<file path="src/design/kpc_pkg.sv">
package kpc_pkg;

   localparam int NUM_KEYS   = 16;
   localparam int WORD_KEYS  = 16;
   localparam int CNT_W      = 8;
   localparam int CSR_ADDR_W = 3;
   localparam int CSR_DATA_W = 32;

   localparam logic [CNT_W-1:0] DEBOUNCE_RESET = 8'd10;
   localparam logic [CNT_W-1:0] LONG_RESET     = 8'd100;
   localparam logic [CNT_W-1:0] CNT_MAX        = 8'd255;

   typedef enum logic [1:0] {
      KEY_IDLE    = 2'd0,
      KEY_PRESSED = 2'd1,
      KEY_LONG    = 2'd2
   } key_status_type;

   typedef enum logic {
      REG_DEBOUNCE = 1'b0,
      REG_LONG     = 1'b1
   } reg_index_type;

   typedef enum logic {
      ACT_LOAD = 1'b0,
      ACT_TICK = 1'b1
   } action_type;

   typedef struct packed {
      logic [CNT_W-1:0] debounce_ticks;
      logic [CNT_W-1:0] long_press_ticks;
   } cfg_type;

   typedef struct packed {
      logic       fire;
      action_type action;
      logic       key_bit;
      logic       clear_bit;
   } lane_cmd_type;

   typedef struct packed {
      key_status_type status;
      logic           short_flag;
   } lane_res_type;

endpackage

</file>
<file path="src/design/kpc_req_if.sv">
interface kpc_req_if;
   logic        valid;
   logic        ready;
   logic        action;
   logic [15:0] key_bits;
   logic [15:0] clear_short_mask;

   modport source (output valid, output action, output key_bits, output clear_short_mask,
                   input ready);
   modport sink   (input valid, input action, input key_bits, input clear_short_mask,
                   output ready);
endinterface

</file>
<file path="src/design/kpc_rsp_if.sv">
interface kpc_rsp_if;
   logic        valid;
   logic        ready;
   logic [31:0] key_status;
   logic [15:0] short_press_flags;

   modport source (output valid, output key_status, output short_press_flags,
                   input ready);
   modport sink   (input valid, input key_status, input short_press_flags,
                   output ready);
endinterface

</file>
<file path="src/design/kpc_csr.sv">
module kpc_csr (
   input  logic                               clock,
   input  logic                               reset,
   input  logic                               psel,
   input  logic                               penable,
   input  logic                               pwrite,
   input  logic [kpc_pkg::CSR_ADDR_W-1:0]     paddr,
   input  logic [kpc_pkg::CSR_DATA_W-1:0]     pwdata,
   output logic [kpc_pkg::CSR_DATA_W-1:0]     prdata,
   output logic                               pready,
   output kpc_pkg::cfg_type                   cfg
);

   kpc_pkg::cfg_type      cfg_ff;
   kpc_pkg::cfg_type      cfg_in;
   kpc_pkg::reg_index_type reg_sel;
   logic                  wr_en;

   assign reg_sel = kpc_pkg::reg_index_type'(paddr[2]);
   assign wr_en   = psel & penable & pwrite;
   assign pready  = 1'b1;
   assign cfg     = cfg_ff;

   always_comb begin
      cfg_in = cfg_ff;
      if (wr_en) begin
         unique case (reg_sel)
            kpc_pkg::REG_DEBOUNCE: cfg_in.debounce_ticks   = pwdata[kpc_pkg::CNT_W-1:0];
            kpc_pkg::REG_LONG:     cfg_in.long_press_ticks = pwdata[kpc_pkg::CNT_W-1:0];
            default:               cfg_in = cfg_ff;
         endcase
      end
   end

   always_comb begin
      unique case (reg_sel)
         kpc_pkg::REG_DEBOUNCE: prdata = {{(kpc_pkg::CSR_DATA_W-kpc_pkg::CNT_W){1'b0}},
                                          cfg_ff.debounce_ticks};
         kpc_pkg::REG_LONG:     prdata = {{(kpc_pkg::CSR_DATA_W-kpc_pkg::CNT_W){1'b0}},
                                          cfg_ff.long_press_ticks};
         default:               prdata = '0;
      endcase
   end

   always_ff @(posedge clock) begin
      if (reset) begin
         cfg_ff.debounce_ticks   <= kpc_pkg::DEBOUNCE_RESET;
         cfg_ff.long_press_ticks <= kpc_pkg::LONG_RESET;
      end else begin
         cfg_ff <= cfg_in;
      end
   end

endmodule

</file>
<file path="src/design/kpc_lane.sv">
module kpc_lane (
   input  logic                  clock,
   input  logic                  reset,
   input  kpc_pkg::cfg_type      cfg,
   input  kpc_pkg::lane_cmd_type cmd,
   output kpc_pkg::lane_res_type res
);

   logic                         cur_ff, cur_in;
   logic                         prev_ff, prev_in;
   logic [kpc_pkg::CNT_W-1:0]    hold_ff, hold_in;
   kpc_pkg::key_status_type      status_ff, status_in;
   logic                         flag_ff, flag_in;
   logic                         reported_ff, reported_in;
   logic                         both_high;

   assign both_high = prev_ff & cur_ff;

   always_comb begin
      cur_in      = cur_ff;
      prev_in     = prev_ff;
      hold_in     = hold_ff;
      status_in   = status_ff;
      reported_in = reported_ff;
      // clear mask applies before either action
      flag_in     = flag_ff & ~cmd.clear_bit;
      if (cmd.action == kpc_pkg::ACT_LOAD) begin
         cur_in = cmd.key_bit;
      end else begin
         if (!prev_ff) begin
            hold_in = '0;
         end else if (hold_ff != kpc_pkg::CNT_MAX) begin
            hold_in = hold_ff + {{(kpc_pkg::CNT_W-1){1'b0}}, 1'b1};
         end
         if (hold_in > cfg.debounce_ticks) begin
            if (hold_in < cfg.long_press_ticks) begin
               if (both_high) begin
                  status_in = kpc_pkg::KEY_PRESSED;
                  if (!reported_ff) begin
                     flag_in     = 1'b1;
                     reported_in = 1'b1;
                  end
               end else begin
                  reported_in = 1'b0;
                  status_in   = kpc_pkg::KEY_IDLE;
               end
            end else begin
               reported_in = 1'b0;
               status_in   = both_high ? kpc_pkg::KEY_LONG : kpc_pkg::KEY_IDLE;
            end
         end
         prev_in = cur_ff;
      end
   end

   // post-step view goes to the merge stage in the same cycle
   assign res.status     = status_in;
   assign res.short_flag = flag_in;

   always_ff @(posedge clock) begin
      if (reset) begin
         cur_ff      <= 1'b0;
         prev_ff     <= 1'b0;
         hold_ff     <= '0;
         status_ff   <= kpc_pkg::KEY_IDLE;
         flag_ff     <= 1'b0;
         reported_ff <= 1'b0;
      end else if (cmd.fire) begin
         cur_ff      <= cur_in;
         prev_ff     <= prev_in;
         hold_ff     <= hold_in;
         status_ff   <= status_in;
         flag_ff     <= flag_in;
         reported_ff <= reported_in;
      end
   end

endmodule

</file>
<file path="src/design/kpc_merge.sv">
module kpc_merge (
   input  logic                  clock,
   input  logic                  reset,
   input  logic                  push,
   input  kpc_pkg::lane_res_type lane_res [kpc_pkg::NUM_KEYS],
   output logic                  can_push,
   kpc_rsp_if.source             rsp_if
);

   logic [2*kpc_pkg::WORD_KEYS-1:0] status_word;
   logic [kpc_pkg::WORD_KEYS-1:0]   flag_word;

   logic                            out_valid_ff, out_valid_in;
   logic                            skid_valid_ff, skid_valid_in;
   logic [2*kpc_pkg::WORD_KEYS-1:0] out_status_ff, out_status_in;
   logic [kpc_pkg::WORD_KEYS-1:0]   out_flags_ff, out_flags_in;
   logic [2*kpc_pkg::WORD_KEYS-1:0] skid_status_ff, skid_status_in;
   logic [kpc_pkg::WORD_KEYS-1:0]   skid_flags_ff, skid_flags_in;
   logic                            pop;

   // keys above the lane count read idle with no flag
   always_comb begin
      status_word = '0;
      flag_word   = '0;
      for (int k = 0; k < kpc_pkg::NUM_KEYS; k++) begin
         status_word[2*k +: 2] = lane_res[k].status;
         flag_word[k]          = lane_res[k].short_flag;
      end
   end

   assign pop      = out_valid_ff & rsp_if.ready;
   assign can_push = ~skid_valid_ff;

   always_comb begin
      out_valid_in   = out_valid_ff;
      skid_valid_in  = skid_valid_ff;
      out_status_in  = out_status_ff;
      out_flags_in   = out_flags_ff;
      skid_status_in = skid_status_ff;
      skid_flags_in  = skid_flags_ff;
      if (skid_valid_ff) begin
         if (pop) begin
            out_status_in = skid_status_ff;
            out_flags_in  = skid_flags_ff;
            skid_valid_in = 1'b0;
         end
      end else if (!out_valid_ff || pop) begin
         out_valid_in  = push;
         out_status_in = status_word;
         out_flags_in  = flag_word;
      end else if (push) begin
         skid_valid_in  = 1'b1;
         skid_status_in = status_word;
         skid_flags_in  = flag_word;
      end
   end

   always_ff @(posedge clock) begin
      if (reset) begin
         out_valid_ff  <= 1'b0;
         skid_valid_ff <= 1'b0;
      end else begin
         out_valid_ff  <= out_valid_in;
         skid_valid_ff <= skid_valid_in;
      end
   end

   always_ff @(posedge clock) begin
      out_status_ff  <= out_status_in;
      out_flags_ff   <= out_flags_in;
      skid_status_ff <= skid_status_in;
      skid_flags_ff  <= skid_flags_in;
   end

   assign rsp_if.valid             = out_valid_ff;
   assign rsp_if.key_status        = out_status_ff;
   assign rsp_if.short_press_flags = out_flags_ff;

endmodule

</file>
<file path="src/design/key_press_classifier.sv">
// Short/long press classifier for up to sixteen keys, one lane per key. Each request word
// either loads a new 16-bit key level word or applies one millisecond tick to all keys at
// once, and clears short-press flags by mask first in both cases. Every word yields exactly
// one response word carrying the 2-bit status of each key (idle, pressed, long-held) and the
// latched short-press flags as they stand after that word. A word is taken every clock cycle
// while the buffer has room; its response is registered in the output register, or in the
// skid register while that one is held. The per-lane step (an 8-bit saturating counter and
// two threshold compares) is combinational. A two-entry output buffer keeps the request side
// open while a response waits to be taken. The thresholds sit at byte addresses 0 (debounce)
// and 4 (long press) and should be written only while no word is in flight.
module key_press_classifier (
   input  logic                           clock,
   input  logic                           reset,
   kpc_req_if.sink                        req_if,
   kpc_rsp_if.source                      rsp_if,
   input  logic                           psel,
   input  logic                           penable,
   input  logic                           pwrite,
   input  logic [kpc_pkg::CSR_ADDR_W-1:0] paddr,
   input  logic [kpc_pkg::CSR_DATA_W-1:0] pwdata,
   output logic [kpc_pkg::CSR_DATA_W-1:0] prdata,
   output logic                           pready
);

   kpc_pkg::cfg_type      cfg;
   kpc_pkg::lane_res_type lane_res [kpc_pkg::NUM_KEYS];
   logic                  can_push;
   logic                  req_fire;

   assign req_if.ready = can_push;
   assign req_fire     = req_if.valid & can_push;

   kpc_csr u_csr (
      .clock   (clock),
      .reset   (reset),
      .psel    (psel),
      .penable (penable),
      .pwrite  (pwrite),
      .paddr   (paddr),
      .pwdata  (pwdata),
      .prdata  (prdata),
      .pready  (pready),
      .cfg     (cfg)
   );

   for (genvar k = 0; k < kpc_pkg::NUM_KEYS; k++) begin : g_lane
      kpc_pkg::lane_cmd_type cmd;

      assign cmd.fire      = req_fire;
      assign cmd.action    = kpc_pkg::action_type'(req_if.action);
      assign cmd.key_bit   = req_if.key_bits[k];
      assign cmd.clear_bit = req_if.clear_short_mask[k];

      kpc_lane u_lane (
         .clock (clock),
         .reset (reset),
         .cfg   (cfg),
         .cmd   (cmd),
         .res   (lane_res[k])
      );
   end

   kpc_merge u_merge (
      .clock    (clock),
      .reset    (reset),
      .push     (req_fire),
      .lane_res (lane_res),
      .can_push (can_push),
      .rsp_if   (rsp_if)
   );

endmodule

</file>
<file path="src/flat_wrapper.sv">
// flat-port wrapper written by rule: the top's interface ports become plain ports
module key_press_classifier_flat 
  (clock, reset, psel, penable, pwrite, paddr, pwdata, prdata, pready, req_if_valid, req_if_action, req_if_key_bits, req_if_clear_short_mask, req_if_ready, rsp_if_valid, rsp_if_key_status, rsp_if_short_press_flags, rsp_if_ready);
  kpc_req_if req_if_i ();
  kpc_rsp_if rsp_if_i ();
  input  logic clock;
  input  logic reset;
  input  logic psel;
  input  logic penable;
  input  logic pwrite;
  input  logic [kpc_pkg::CSR_ADDR_W-1:0] paddr;
  input  logic [kpc_pkg::CSR_DATA_W-1:0] pwdata;
  output logic [kpc_pkg::CSR_DATA_W-1:0] prdata;
  output logic pready;
  input wire logic [$bits(req_if_i.valid)-1:0] req_if_valid;
  input wire logic [$bits(req_if_i.action)-1:0] req_if_action;
  input wire logic [$bits(req_if_i.key_bits)-1:0] req_if_key_bits;
  input wire logic [$bits(req_if_i.clear_short_mask)-1:0] req_if_clear_short_mask;
  output wire logic [$bits(req_if_i.ready)-1:0] req_if_ready;
  output wire logic [$bits(rsp_if_i.valid)-1:0] rsp_if_valid;
  output wire logic [$bits(rsp_if_i.key_status)-1:0] rsp_if_key_status;
  output wire logic [$bits(rsp_if_i.short_press_flags)-1:0] rsp_if_short_press_flags;
  input wire logic [$bits(rsp_if_i.ready)-1:0] rsp_if_ready;
  assign req_if_i.valid = req_if_valid;
  assign req_if_i.action = req_if_action;
  assign req_if_i.key_bits = req_if_key_bits;
  assign req_if_i.clear_short_mask = req_if_clear_short_mask;
  assign req_if_ready = req_if_i.ready;
  assign rsp_if_valid = rsp_if_i.valid;
  assign rsp_if_key_status = rsp_if_i.key_status;
  assign rsp_if_short_press_flags = rsp_if_i.short_press_flags;
  assign rsp_if_i.ready = rsp_if_ready;
  key_press_classifier u_core (.clock(clock), .reset(reset), .req_if(req_if_i), .rsp_if(rsp_if_i), .psel(psel), .penable(penable), .pwrite(pwrite), .paddr(paddr), .pwdata(pwdata), .prdata(prdata), .pready(pready));
endmodule
</file>
<file path="config.mk">
export PLATFORM = sky130hd
export DESIGN_NAME = key_press_classifier_flat
export DESIGN_NICKNAME = d
export VERILOG_FILES = /design/src/design/kpc_pkg.sv /design/src/design/kpc_req_if.sv /design/src/design/kpc_rsp_if.sv /design/src/design/kpc_csr.sv /design/src/design/kpc_lane.sv /design/src/design/kpc_merge.sv /design/src/design/key_press_classifier.sv /design/src/flat_wrapper.sv
export SDC_FILE = /design/constraint.sdc
export NUM_CORES = 1
export LEC_CHECK = 0
export BUFFER_PORTS_ARGS = -buffer_cell sky130_fd_sc_hd__buf_2
export CORE_MARGIN = 1
export CORE_UTILIZATION = 44
export DETAILED_ROUTE_END_ITERATION = 12
export PLACE_DENSITY = 0.69
export SETUP_SLACK_MARGIN = 0.02
export SLEW_MARGIN = 15
export SYNTH_ARGS = -nofsm -noshare
export SYNTH_HDL_FRONTEND = slang
export SYNTH_HIERARCHICAL = 1
export SYNTH_SLANG_ARGS = --single-unit
</file>
<file path="constraint.sdc">
create_clock -name clock -period 9.6 [get_ports clock]
set_input_delay 0.96 -clock clock [delete_from_list [all_inputs] [get_ports clock]]
set_output_delay 0.96 -clock clock [all_outputs]
set_load 0.1 [all_outputs]
</file>
### Word level (Yosys, flattened, before mapping)

Cells that the tools add are included.

* latch bits: 0
* bits in writable memories: 0
* bits in registers: 338
* output and inout port bits: 83
* memories: 0
* memory bits (read-only): 0

* add/subtract/negate cells: 16
* $mul: 0
* eq/ne operators: 17
* div/mod/pow operators: 0
* bitwise logic cells: 56
* order comparisons: 32
* muxes and demuxes: 251
* reductions and logical operators: 26
* shift-type cells: 0

Operators with widths (count)
* $mux W8: 48
* $mux W1: 132
* $add A8 B1 Y8 const B: 16
* $gt A8 B8 Y1: 16
* $lt A8 B8 Y1: 16
* $mux W2: 64
* $ne A8 B8 Y1 const B: 16
* $mux W32: 3
* $pmux W32 S2: 1
* $reduce_and A3 Y1: 17
* $mux W16: 3
* $and A1 B1 Y1: 36
* $not A1 Y1: 20
* $reduce_and A2 Y1: 6
* $ne A2 B1 Y1 const B: 1
* $reduce_bool A2 Y1: 1
* $logic_not A1 Y1: 1
* $logic_or A1 B1 Y1: 1

### Depth between registers and ports, before layout

Gate-level depths: netlist (run 1).

* depth in word-level cells: 10
* gate-level depth with buffers: 13
* gate-level depth less buffers: 12

### Modules after synthesis

Netlist (run 1), hierarchy kept.

By module, submodules not included
* kpc_lane: instances 16, sequential area each 280.3 um^2, cells each 163, area an instance 1257.5 um^2
* kpc_merge: instances 1, sequential area each 2922.8 um^2, cells each 162, area an instance 3808.7 um^2
* kpc_csr: instances 1, sequential area each 320.3 um^2, cells each 105, area an instance 996.0 um^2
* key_press_classifier: instances 1, sequential area each 0.0 um^2, cells each 1, area an instance 6.3 um^2

### Worst setup path before layout (run 1)

OpenSTA, ideal clock, no wires.

* path kind: register to register
* start: reg u_core.u_merge.out_valid_ff (netlist: u_core/u_merge/rsp_if.valid)
* end: reg u_core.u_merge.out_status_ff (netlist bit u_core/u_merge/rsp_if.key_status[0]) (enable)
* buffers on the path: 0
* period minus slack after synthesis: 4.771 ns
* data arrival time: 4.251 ns
* stages on the path, launching flop included: 2
* slack: 4.829 ns
* required time: 9.080 ns
* cell sequence: dfxtp_1 -> o21ai_0

* longest elaborated chain between the ends: 4
* elaborated cells on any way between the ends: 6
* those cells by class: eq/ne: 1; bitwise: 1; reduce/logical: 4

Ends and longest elaborated chain
* start: declaration: RTL line kpc_merge.sv:13 `logic out_valid_ff, out_valid_in;`
* start signal: assignment: RTL line kpc_merge.sv:63 `out_valid_ff <= out_valid_in;`
* $and A1 B1 Y1 / $logic_not A1 Y1 (equally long branches): RTL line kpc_merge.sv:31, kpc_merge.sv:47
* $logic_or A1 B1 Y1: RTL line kpc_merge.sv:47 `end else if (!out_valid_ff || pop) begin`
* $reduce_bool A2 Y1 (no source line)
* $reduce_and A2 Y1 (no source line) *
* end signal: assignment: RTL line kpc_merge.sv:69 `out_status_ff <= out_status_in;`
* end: declaration: RTL line kpc_merge.sv:15 `logic [2*kpc_pkg::WORD_KEYS-1:0] out_status_ff, out_status_in;`

Mark *: on every way between the ends. The rest lies on a longest branch, timed or not.
A chain may end at the register's enable or synchronous reset.

==> summary.md, run 1 <==
| Metric | Value |
|---|---|
| Run status | `finished clean` |
| Cell type with the highest aggregate area in the netlist | `dfxtp_1` |
| CTS Hold Buffers Added | `0` |
| Library cell used as clock root buffer | `clkbuf_16` |
| Number of DRC markers after the initial detailed-route iteration | `1,479` |
| Wire length on met2 | `28,600 microns` |
| Max-cap violations | `0` |
| Unrepaired setup endpoints after global routing | `no` |
| Top sig layer | `met5` |
| Core Box Area | `55,500 sq um` |
| Wire length of the first global-routing pass | `101,000 microns` |
| Max-slew violation count | `0` |
| Data required time of the critical path | `9.92 ns` |
| R2R Path End | `u_core/u_merge/rsp_if.key_status[11]$_DFFE_PP_` |
| Total Die Area | `57,600 sq um` |
| Post-CTS repair timing setup buffer count | `0` |
| Pre-Repair DR Iteration Count | `9` |
| Capturing element type of the critical path | `register` |
| Synthesis-to-layout area growth | `9.84%` |
| Commonest non-fill, non-tap cell in the layout | `nand2_1` |
| Routed metal-1 wirelength | `29,800 microns` |
| Count of cells along the worst hold path | `2` |
| Most frequent cells in the layout | `nand2_1 (337), inv_1 (306), ha_1 (256), a21oi_1 (241), dfxtp_1 (241)` |
| Width of the die | `240 microns` |
| Initial antenna violation count | `1` |
| Crit path to | `u_core/u_merge/rsp_if.key_status[11]$_DFFE_PP_` |
| Global-route usage over all layers | `21.9%` |
| Wire length on met3 | `2760 microns` |
| Clock latency on the worst-skew pair | `0.58 ns` |
| Total placed cells including tap cells | `3,658` |
| Via density per instance | `5.57` |
| Post-route DRC violation count | `0` |
| Cell Count, Final, Fillers Out | `3,734` |
| Achievable frequency | `0.260 GHz` |
| CTS Buf Count | `41` |
| Flop2flop setup slack | `5.75 ns` |
| Pwr Total | `0.00373 W` |
| Routed wire length | `63,300 microns` |
| Buffers from clock root to sink, at most | `3` |
| Worst-Margin Slew | `1.09 ns` |
| Data arrival at the endpoint of the critical path | `4.17 ns` |
| Total global routing overflow | `0` |
| Number of hold-slack violations in the final timing report | `0` |
| Effective utilization at floorplan | `44.9%` |
| Count of standard-cell rows | `86` |
| Max Fanout on Critical Path | `6` |
| Critical path type | `register to register` |
| Summed negative setup slack over all endpoints | `0 ns` |
| Worst-case vdd ir drop | `0.000116 V` |
| Power density over the cells | `136 nW/um^2` |
| Placer congestion estimate | `0.876` |
| CTS resizes | `0` |
| Port buffer count | `106` |
| Mapped cell area | `24,900 sq um` |
| Final period util | `40.1%` |
| Number of warnings issued by yosys | `6` |
| Start point of the critical path | `u_core/g_lane[5].u_lane/hold_ff[0]$_SDFFE_PP0P_` |
| Detailed-route wire length per cell | `17.0 microns` |
| Antenna Diode Count | `0` |
| Path class of the lowest-slack min-delay path | `register to register` |
| Via count of the first global-routing pass | `19,200` |
| Clock skew after layout | `0.0335 ns` |
| Portion of the post-synthesis area used by sequential elements | `31.0%` |
| Area share of the largest cell type after synthesis | `19.4%` |
| Post-Route Hold Slack | `0.469 ns` |
| Leakage power total | `10.7 nW` |
| Depth of the most critical reg-to-reg path | `11` |
| Min Clock Period, post-route | `3.85 ns` |
| Pre-CTS setup slack | `5.82 ns` |
| Final Net Count | `3,284` |
| Top area cells in the synthesized netlist | `dfxtp_1 (19%), ha_1 (13%), edfxtp_1 (12%)` |
| Final HPWL from detailed placement | `42,600 microns` |
| Clock sink count | `338` |
| Number of synthesized register bits | `338` |
| Synthesized netlist cell count | `2,876` |
| Number of I/O pins | `158` |
| PnR worst setup slack | `5.75 ns` |
| Maximum number of pins on one net before global-route repair | `158` |
| Critical path startpoint category | `register` |
| Start of the worst register-to-register path | `u_core/g_lane[5].u_lane/hold_ff[0]$_SDFFE_PP0P_` |
| Number of nets with antenna violations after detailed routing | `0` |
| Number of distinct library cells after synthesis | `54` |
| Clock input transition at the sequential cells of the worst setup and hold paths | `0.06 ns` |
| Number of fillers in the final layout | `5,358` |
| DIE HEIGHT | `240 microns` |
| H-tree levels | `2` |
| Routed via count | `20,800` |
| CP max-delay cell | `or3_2` |
| Layout cell share with drive strength beyond 1 | `14.2%` |
| Maximum cell stage delay along the critical path | `0.50 ns` |
| Endpoints failing setup | `0` |
| Worst slew margin relative to its limit | `27.3%` |
| Average size of a mapped cell | `8.67 sq um` |
| TritonCTS clock tree | `yes` |
| Worst-path cell chain | `ha_1, nand3_1, or3_2, a21boi_1, ha_1, nor2b_1, o211ai_1, a21oi_1, o211ai_1, mux2_2, mux2_4` |
[layer usage]
metal / vias up / track usage, %
met1: 9776 / 29.5
met3: 124 / 2.74
met5: - / 0
met2: 434 / 35.7
met4: 2 / 8.22
li1: 10400 / -
[final cells by class]
| cell class | count | area [sq um] | area share, % |
|---|---|---|---|
| Clock buffer | 57 | 1160 | 4.23 |
| Tap cell | 748 | 936 | 3.42 |
| Clock inverter | 19 | 251 | 0.918 |
| Sequential cell | 338 | 7730 | 28.2 |
| Timing Repair Buffer | 128 | 706 | 2.58 |
| Multi-Input combinational cell | 2138 | 15500 | 56.4 |
| Inverter | 306 | 1150 | 4.19 |
[registers in the layout, indices dropped and copies added, names as in the netlist]
register,flops
u_core/g_lane.u_lane/hold_ff,128
u_core/u_merge/skid_status_ff,32
u_core/g_lane.u_lane/prev_ff,16
u_core/u_merge/rsp_if.short_press_flags,16
u_core/u_merge/skid_valid_ff,1
u_core/g_lane.u_lane/status_ff,32
u_core/u_merge/rsp_if.valid,1
u_core/g_lane.u_lane/flag_ff,16
u_core/u_merge/rsp_if.key_status,32
u_core/u_csr/cfg,16
u_core/g_lane.u_lane/reported_ff,16
u_core/g_lane.u_lane/cur_ff,16
u_core/u_merge/skid_flags_ff,16
[cells in the mapped netlist, drive strengths merged]
cell / count
a2111o: 16
a211o: 32
a211oi: 17
a21boi: 16
a21o: 16
a21oi: 241
a31oi: 48
and2: 33
and2b: 1
and3: 32
and4: 1
and4b: 1
and4bb: 1
buf: 52
clkbuf: 65
conb: 2
dfxtp: 242
edfxtp: 96
ha: 256
inv: 306
mux2: 72
mux2i: 64
nand2: 337
nand2b: 36
nand3: 80
nand3b: 16
nand4: 81
nand4b: 64
nor2: 122
nor2b: 48
nor3: 64
nor3b: 16
nor4: 16
o211ai: 32
o21a: 64
o21ai: 145
o31a: 16
o31ai: 16
o32ai: 17
or2: 16
or3: 32
xnor2: 16
xor2: 32
[worst min path at each step]
stage | slack, ns | startpoint | to
final | 0.47 | u_core/g_lane[6].u_lane/cur_ff$_SDFFE_PP0P_ | u_core/g_lane[6].u_lane/prev_ff$_SDFFE_PP0P_
after global routing | 0.49 | u_core/g_lane[2].u_lane/cur_ff$_SDFFE_PP0P_ | u_core/g_lane[2].u_lane/prev_ff$_SDFFE_PP0P_
after CTS | 0.47 | u_core/g_lane[6].u_lane/cur_ff$_SDFFE_PP0P_ | u_core/g_lane[6].u_lane/prev_ff$_SDFFE_PP0P_
after detailed placement | 0.47 | u_core/g_lane[6].u_lane/cur_ff$_SDFFE_PP0P_ | u_core/g_lane[6].u_lane/prev_ff$_SDFFE_PP0P_
after global placement | 0.46 | u_core/g_lane[1].u_lane/cur_ff$_SDFFE_PP0P_ | u_core/g_lane[1].u_lane/prev_ff$_SDFFE_PP0P_
after floorplan | 0.44 | u_core/g_lane[0].u_lane/cur_ff$_SDFFE_PP0P_ | u_core/g_lane[0].u_lane/prev_ff$_SDFFE_PP0P_
[worst max-delay path, delay by kind of cell, from the launching register on]
kind	cells	cell delay (ns)
AOI/OAI and AO/OA	4	1.11
adders and majority gates	2	0.54
DFF	1	0.42
muxes	2	0.69
and+or+nand+nor	3	0.84
[through the flow]
stage | util [%] | instance area [sq um]
2_1_floorplan | - | 25000
3_3_place_gp | 46.8 | 26000
3_5_place_dp | 46.8 | 26000
4_1_cts | 49.3 | 27400
5_1_grt | 49.3 | 27400
6_report | 49.3 | 27400
[kinds of logic after synthesis]
kind of cell / synth area share (%)
simple gates: 22.9
compound gates: 17.6
buf+inv: 7.44
flops: 31.0
fa+ha+maj: 12.8
mux: 6.50
xor+xnor: 1.69
other cells: 0.0301
[power breakdown]
| part | leakage, nW | total [W] | internal (W) | switching (W) |
|---|---|---|---|---|
| clock network | 0.683 | 0.00165 | 0.00101 | 0.000641 |
| logic | 7.15 | 0.000548 | 0.0000961 | 0.000452 |
| registers | 2.89 | 0.00154 | 0.00152 | 0.0000236 |
(Power assumes the default switching activity.)
==> inputs of run 2 (changes only) <==
Settings changed: ABC_AREA set to 1, PLACE_DENSITY 0.69 to 0.71.
Clock period 9.6 ns to 3.21 ns, I/O delays scaled along.
==> run 2 against run 1 <==
Effect of this change:
- the flow now finishes with violations (DRC)
- clock-buffer cell count is 4 lower
- clock power rose to 2.8 times the previous value
- utilization grew 1.4 points
- critical path depth increased by 6
- critical endpoint is now u_core/u_merge/rsp_if.short_press_flags[7]$_DFFE_PP_
- non-clock buffer count grew 70
- setup slack got worse by 5.5 ns
- combinational power rose to 3.9 times the previous value
- critical path type unchanged
- power rose to 3.1 times the previous value
==> summary.md, run 2 <==
| Metric | Value |
|---|---|
| Data arrival at the endpoint of the critical path | `3.28 ns` |
| Clock sink count | `338` |
| Worst-Margin Slew | `0.735 ns` |
| Depth of the most critical reg-to-reg path | `17` |
| Worst hold path endpoint | `u_core/g_lane[6].u_lane/cur_ff$_SDFFE_PP0P_` |
| Antenna Diode Count | `0` |
| Routed wire length | `60,700 microns` |
| Worst-path cell chain | `ha_1, nand2_1, nor2_4, nand2_2, inv_1, a21oi_1, a21oi_1, ha_1, a21oi_1, o21ai_0, or2_1, nand3_1, nor2_1, nand3_1, nand2_1, nand2_1, nand2_1` |
| Async SR Flop Fraction | `0%` |
| Critical path startpoint category | `register` |
| Most flop-heavy register | `u_core/g_lane.u_lane/hold_ff` |
| Worst-case vdd ir drop | `0.000417 V` |
| Synthesized netlist cell count | `3,361` |
| TritonCTS clock tree | `yes` |
| Path class of the lowest-slack min-delay path | `input pin to register` |
| Synthesis-to-layout area growth | `13.0%` |
| Count of standard-cell rows | `84` |
| Total placed cells including tap cells | `4,193` |
| H-tree levels | `2` |
| Number of synthesized register bits | `338` |
| Final standard cell utilization of the core | `50.7%` |
| Most repeated cell in the gate-level netlist after synthesis | `inv_1` |
| Launch instance of the worst min-delay path | `req_if_key_bits[6]` |
| Data required time of the critical path | `3.52 ns` |
| Worst slew margin relative to its limit | `51.0%` |
| Detailed-route wire length per cell | `14.2 microns` |
| Portion of the post-synthesis area used by sequential elements | `32.6%` |
| Count of cells along the worst hold path | `3` |
| Clock skew after layout | `0.0112 ns` |
| Pwr Total | `0.0116 W` |
| Top area cells in the synthesized netlist | `dfxtp_1 (20%), ha_1 (14%), edfxtp_1 (12%)` |
| Max-slew violation count | `0` |
| Number of distinct library cells after synthesis | `31` |
| Area share of the largest cell type after synthesis | `20.4%` |
| Max Fanout on Critical Path | `5` |
| Buffers from clock root to sink, at most | `3` |
| CTS Buf Count | `40` |
| Number of hold-slack violations in the final timing report | `0` |
| Cell type with the highest aggregate area in the netlist | `dfxtp_1` |
| Most numerous cell types in the synthesized netlist | `inv_1 (588), nand2_1 (580), nor2_1 (472), a21oi_1 (288), ha_1 (256)` |
| Number of fillers in the final layout | `5,147` |
| R2R Path End | `u_core/u_merge/rsp_if.short_press_flags[7]$_DFFE_PP_` |
| Critical Path Most Common Cell | `nand2_1` |
| Global-route usage over all layers | `22.3%` |
| Area used by sequential logic in the layout | `7730 sq um` |
| Commonest non-fill, non-tap cell in the layout | `inv_1` |
| Maximum cell stage delay along the critical path | `0.40 ns` |
| Number of enable flip-flop cells after synthesis | `96` |
| Final Net Count | `3,882` |
| Summed negative setup slack over all endpoints | `0 ns` |
| Effective utilization at floorplan | `44.9%` |
| Via count of the first global-routing pass | `19,500` |
| Largest register FFs | `128` |
| Flop2flop setup slack | `0.24 ns` |
| Total global routing overflow | `0` |
| Clock input transition at the sequential cells of the worst setup and hold paths | `0.06 ns` |
| Total Die Area | `54,900 sq um` |
| Port buffer count | `106` |
| Routed via count | `21,400` |
| Number of nets with antenna violations after detailed routing | `0` |
| Width of the die | `234 microns` |
| Library cell used as clock root buffer | `clkbuf_16` |
| Unrepaired setup endpoints after global routing | `no` |
| Final HPWL from detailed placement | `43,800 microns` |
| Number of I/O pins | `158` |
| Max-cap violations | `0` |
| Mapped cell area | `23,700 sq um` |
| CP max-delay cell | `dfxtp_1` |
| Critical path type | `register to register` |
| Initial antenna violation count | `0` |
| Cell Count, Final, Fillers Out | `4,268` |
| Core Box Area | `52,900 sq um` |
| Wire length of the first global-routing pass | `98,300 microns` |
| Power density over the cells | `433 nW/um^2` |
| Leakage power total | `13.5 nW` |
| Number of warnings issued by yosys | `6` |
| Most frequent cells in the layout | `inv_1 (586), nand2_1 (580), nor2_1 (466), a21oi_1 (280), ha_1 (256)` |
| Start of the worst register-to-register path | `u_core/g_lane[7].u_lane/hold_ff[0]$_SDFFE_PP0P_` |
| Pre-Repair DR Iteration Count | `9` |
| Failing checks | `DRC` |
| Combined area of the multi-input logic cells | `13,300 sq um` |
| Most frequently used flop master after synthesis | `dfxtp_1` |
| Maximum number of pins on one net before global-route repair | `51` |
| Clock latency on the worst-skew pair | `0.57 ns` |
| Endpoints failing setup | `0` |
| Number of DRC markers after the initial detailed-route iteration | `1,415` |
| Layout cell share with drive strength beyond 1 | `13.4%` |
| Post-route DRC violation count | `7` |
| Final period util | `92.4%` |
| Average size of a mapped cell | `7.06 sq um` |
| Achievable frequency | `0.337 GHz` |
| Capturing element type of the critical path | `register` |
| Via density per instance | `5.00` |
| Run status | `complete, but fails checks` |
| Placer congestion estimate | `0.914` |
| Min Clock Period, post-route | `2.97 ns` |
| DIE HEIGHT | `234 microns` |
-- run 2: changes by cell type after synthesis, sizes merged, moves of 64 or more --
cell,change
nand4,-65
mux2i,-64
nand3,+145
o21ai,+95
o21a,-64
nor2,+385
nand2,+341
nand4b,-64
inv,+301
clkbuf,-65
mux2,-72
nor3,-64
-- run 2: layout make-up --
class / instances / share of cell area, %
tap: 688 / 3.21
inverter: 607 / 8.53
clock inverter: 18 / 0.714
timing repair buffer: 198 / 4.82
multi-input combinational: 2366 / 49.8
sequential: 338 / 28.8
clock buffer: 53 / 4.11
-- run 2: repair_timing --
action	in CTS	in global routing
setup endpoints to repair	0	27
hold endpoints to repair	3	0
gates resized for setup	0	20
setup buffers	0	1
hold buffers	3	0
-- run 2: through the flow --
| step | setup WS [ns] | area [sq um] | hold slack (ns) |
|---|---|---|---|
| 4_1_cts | 0.184 | 26700 | 0.00372 |
| 3_5_place_dp | 0.157 | 25400 | 0.482 |
| 5_1_grt | 0.0179 | 26800 | 0.0250 |
| 3_3_place_gp | 0.274 | 25400 | 0.477 |
| 2_1_floorplan | 0.298 | 23800 | 0.383 |
| 6_report | 0.244 | 26800 | 0.0320 |
-- run 2: kinds of logic (layout without fill, tap and decap cells) --
| kind of cell | after synthesis | in the layout | synth area share, % |
|---|---|---|---|
| AO/OA/AOI/OAI | 578 | 578 | 12.6 |
| XOR/XNOR | 48 | 48 | 1.77 |
| adder cells (fa/ha/maj) | 256 | 256 | 13.5 |
| buffers and inverters | 680 | 876 | 11.8 |
| flip-flops | 338 | 338 | 32.6 |
| other | 2 | 25 | 0.0317 |
| AND/OR/NAND/NOR | 1459 | 1459 | 27.7 |
-- run 2: worst max-delay path: cells and delay by family (launching register included) --
family / cells / cell delay, ns
AND/OR/NAND/NOR: 10 / 1.11
AO/OA/AOI/OAI: 4 / 0.55
adder cells (fa/ha/maj): 2 / 0.51
flip-flops: 1 / 0.40
buffers and inverters: 1 / 0.13
-- run 2: how the worst max path moves through the flow --
stage                                                    startpoint                                                    to  slack, ns  cells after the start
floorplan                   u_core/u_merge/skid_valid_ff$_SDFF_PP0_             u_core/u_merge/skid_flags_ff[0]$_DFFE_PP_       0.30                      7
global placement    u_core/g_lane[8].u_lane/hold_ff[0]$_SDFFE_PP0P_        u_core/u_merge/rsp_if.key_status[17]$_DFFE_PP_       0.27                     17
detailed placement  u_core/g_lane[8].u_lane/hold_ff[0]$_SDFFE_PP0P_        u_core/u_merge/rsp_if.key_status[17]$_DFFE_PP_       0.16                     17
CTS                 u_core/g_lane[8].u_lane/hold_ff[0]$_SDFFE_PP0P_        u_core/u_merge/rsp_if.key_status[17]$_DFFE_PP_       0.18                     17
global route        u_core/g_lane[6].u_lane/hold_ff[1]$_SDFFE_PP0P_  u_core/u_merge/rsp_if.short_press_flags[6]$_DFFE_PP_       0.02                     17
finish              u_core/g_lane[7].u_lane/hold_ff[0]$_SDFFE_PP0P_  u_core/u_merge/rsp_if.short_press_flags[7]$_DFFE_PP_       0.24                     17
-- run 2: metal layers --
layer	vias up	track usage [%]	wire (microns)
li1	11100	-	-
met1	9669	31.1	29100
met2	477	35.6	26700
met3	100	3.33	3320
met4	0	6.53	1580
met5	-	0	0
-- run 2: report_power, final --
| group | leakage, nW | total, W | internal, W | switching (W) |
|---|---|---|---|---|
| Combinational | 9.93 | 0.00215 | 0.000544 | 0.00160 |
| Sequential | 2.99 | 0.00486 | 0.00467 | 0.000199 |
| Clock | 0.632 | 0.00459 | 0.00273 | 0.00186 |
| Total | 13.5 | 0.0116 | 0.00794 | 0.00366 |
==> inputs of run 3 (changes only) <==
Settings changed: CORE_UTILIZATION 44 to 35, PLACE_DENSITY 0.71 to 0.61.
==> run 3 against run 2 <==
Effect of this change:
- the flow now finishes without violations
- die area is 25% higher
- design area is 2.6% higher
- global-route usage is 4.2 points lower
- power is 4.9% higher
- setup slack better by 0.0086 ns
- via count is 0.68% lower
- critical path depth is 2 higher
- register-to-register slack hardly changed
- fmax is 0.29% higher
- clock power is 12% higher
- largest cell class unchanged
==> summary.md, run 3 (synthesis gave the netlist of run 2 again) <==
| Metric | Value |
|---|---|
| Run status | `finished clean` |
| Number of I/O pins | `158` |
| Clock sink count | `338` |
| Number of DRC markers after the initial detailed-route iteration | `1,249` |
| Largest register FFs | `128` |
| Routed wire length | `63,100 microns` |
| Core Box Area | `67,200 sq um` |
| Critical Path Most Common Cell | `nand2_1` |
| Total Die Area | `68,800 sq um` |
| Unrepaired setup endpoints after global routing | `no` |
| Data required time of the critical path | `3.52 ns` |
| Worst-case vdd ir drop | `0.000301 V` |
| Achievable frequency | `0.338 GHz` |
| Pre-Repair DR Iteration Count | `5` |
| Count of standard-cell rows | `95` |
| Via count of the first global-routing pass | `19,900` |
| Final period util | `92.1%` |
| Max-slew violation count | `0` |
| Number of nets with antenna violations after detailed routing | `0` |
| Worst slew margin relative to its limit | `49.5%` |
| DIE HEIGHT | `262 microns` |
| Number of hold-slack violations in the final timing report | `0` |
| Critical path startpoint category | `register` |
| Worst-Margin Slew | `0.757 ns` |
| Capturing element type of the critical path | `register` |
| Endpoints failing setup | `0` |
| Clock skew after layout | `0.0194 ns` |
| Path class of the lowest-slack min-delay path | `input pin to register` |
| Detailed-route wire length per cell | `14.1 microns` |
| Global-route usage over all layers | `18.2%` |
| Via density per instance | `4.72` |
| Maximum number of pins on one net before global-route repair | `51` |
| Final Net Count | `3,914` |
| Placer congestion estimate | `0.849` |
| Library cell used as clock root buffer | `clkbuf_16` |
| Buffers from clock root to sink, at most | `3` |
| Most frequent cells in the layout | `inv_1 (586), nand2_1 (580), nor2_1 (469), a21oi_1 (276), ha_1 (256)` |
| Wire length of the first global-routing pass | `102,000 microns` |
| Start point of the critical path | `u_core/g_lane[9].u_lane/hold_ff[0]$_SDFFE_PP0P_` |
| Commonest non-fill, non-tap cell in the layout | `inv_1` |
| Max-cap violations | `0` |
| Most flop-heavy register | `u_core/g_lane.u_lane/hold_ff` |
| Leakage power total | `13.8 nW` |
| H-tree levels | `2` |
| Pre-CTS setup slack | `0.130 ns` |
| Launch instance of the worst min-delay path | `req_if_key_bits[9]` |
| Final HPWL from detailed placement | `45,300 microns` |
| Layout cell share with drive strength beyond 1 | `14.1%` |
| CTS Buf Count | `41` |
| Worst-path cell chain | `ha_1, nand2_1, nor2_4, nand2_2, inv_1, nor2_1, nor2_1, ha_1, inv_1, nor2_1, o21ai_1, a21oi_1, or2_1, nand3_1, inv_1, nand3_1, nand2_1, nand2_1, nand2_1` |
| Data arrival at the endpoint of the critical path | `3.27 ns` |
| Effective utilization at floorplan | `35.3%` |
| Post-route DRC violation count | `0` |
| Max Fanout on Critical Path | `5` |
| Synthesis-to-layout area growth | `15.9%` |
| Summed negative setup slack over all endpoints | `0 ns` |
| Port buffer count | `106` |
| TritonCTS clock tree | `yes` |
| Critical path type | `register to register` |
| CP max-delay cell | `dfxtp_1` |
| Start of the worst register-to-register path | `u_core/g_lane[9].u_lane/hold_ff[0]$_SDFFE_PP0P_` |
| Power density over the cells | `442 nW/um^2` |
| Total non-filler cell area in the finished layout | `27,500 sq um` |
| Clock latency on the worst-skew pair | `0.58 ns` |
| Final standard cell utilization of the core | `41.0%` |
| Routed via count | `21,200` |
| Width of the die | `262 microns` |
| Total global routing overflow | `0` |
| Clock input transition at the sequential cells of the worst setup and hold paths | `0.06 ns` |
| Initial antenna violation count | `3` |
| Placed cell area | `25,800 sq um` |
| PnR worst setup slack | `0.252 ns` |
| Min Clock Period, post-route | `2.96 ns` |
| Maximum cell stage delay along the critical path | `0.40 ns` |
==> run 3: cell count changes in the layout (fill, tap and decap cells not counted), moves of 4 or more <==
cell	change
a21oi_1	-4
a21oi_2	+4
buf_4	+19
dlygate4sd3_1	+10
==> run 3: worst paths after layout <==
kind	to	cells past startpoint	slack (ns)
setup / recovery	u_core/u_merge/rsp_if.key_status[18]$_DFFE_PP_	19	0.25
hold / removal	u_core/g_lane[9].u_lane/cur_ff$_SDFFE_PP0P_	3	0.03
setup reg to reg	u_core/u_merge/rsp_if.key_status[18]$_DFFE_PP_	19	0.25
hold reg to reg	u_core/u_csr/cfg[11]$_SDFFE_PP1P_	2	0.47
==> run 3: repair_timing <==
action,CTS,global route
setup buffers,0,2
hold endpoints to repair,13,0
endpoints found under the setup margin,0,30
hold buffers,13,0
resized for setup,0,18
==> run 3: worst max-delay path, delay by kind of cell, from the launching register on <==
kind / cells / cell delay [ns]
flops: 1 / 0.40
fa+ha+maj: 2 / 0.50
buf+inv: 3 / 0.28
simple gates: 12 / 1.33
compound gates: 2 / 0.18
==> run 3: per-stage QoR <==
step                      cells  hold WS [ns]  power (W)
final                      4490        0.0295     0.0122
after global routing       4489        0.0273     0.0127
after CTS                  4486       0.00195     0.0123
after detailed placement   4398         0.454    0.00711
after global placement     4398         0.451    0.00709
after floorplan            3384         0.383    0.00661
==> run 3: cell type report <==
type,count,area (sq um)
clock inverters,21,294
inverters,607,2290
diodes,2,5.00
repair buffers,229,1580
flip-flops and latches,338,7730
fillers,6853,39700
clock buffers,54,1180
multi-input cells,2366,13300
well taps,873,1090
==> run 3: per-layer routing <==
layer	wire length, microns	share of wire (%)	global-route usage, %	vias to the layer above
met5	13	0.021	0	-
met4	2300	3.6	6.92	2
met3	2810	4.4	2.96	123
met2	27900	44	29.8	376
met1	30100	48	23.8	9519
li1	-	-	-	11200
==> run 3: power breakdown <==
group          switching, W  internal (W)
registers          0.000194       0.00466
clock network       0.00197       0.00315
logic               0.00162      0.000563
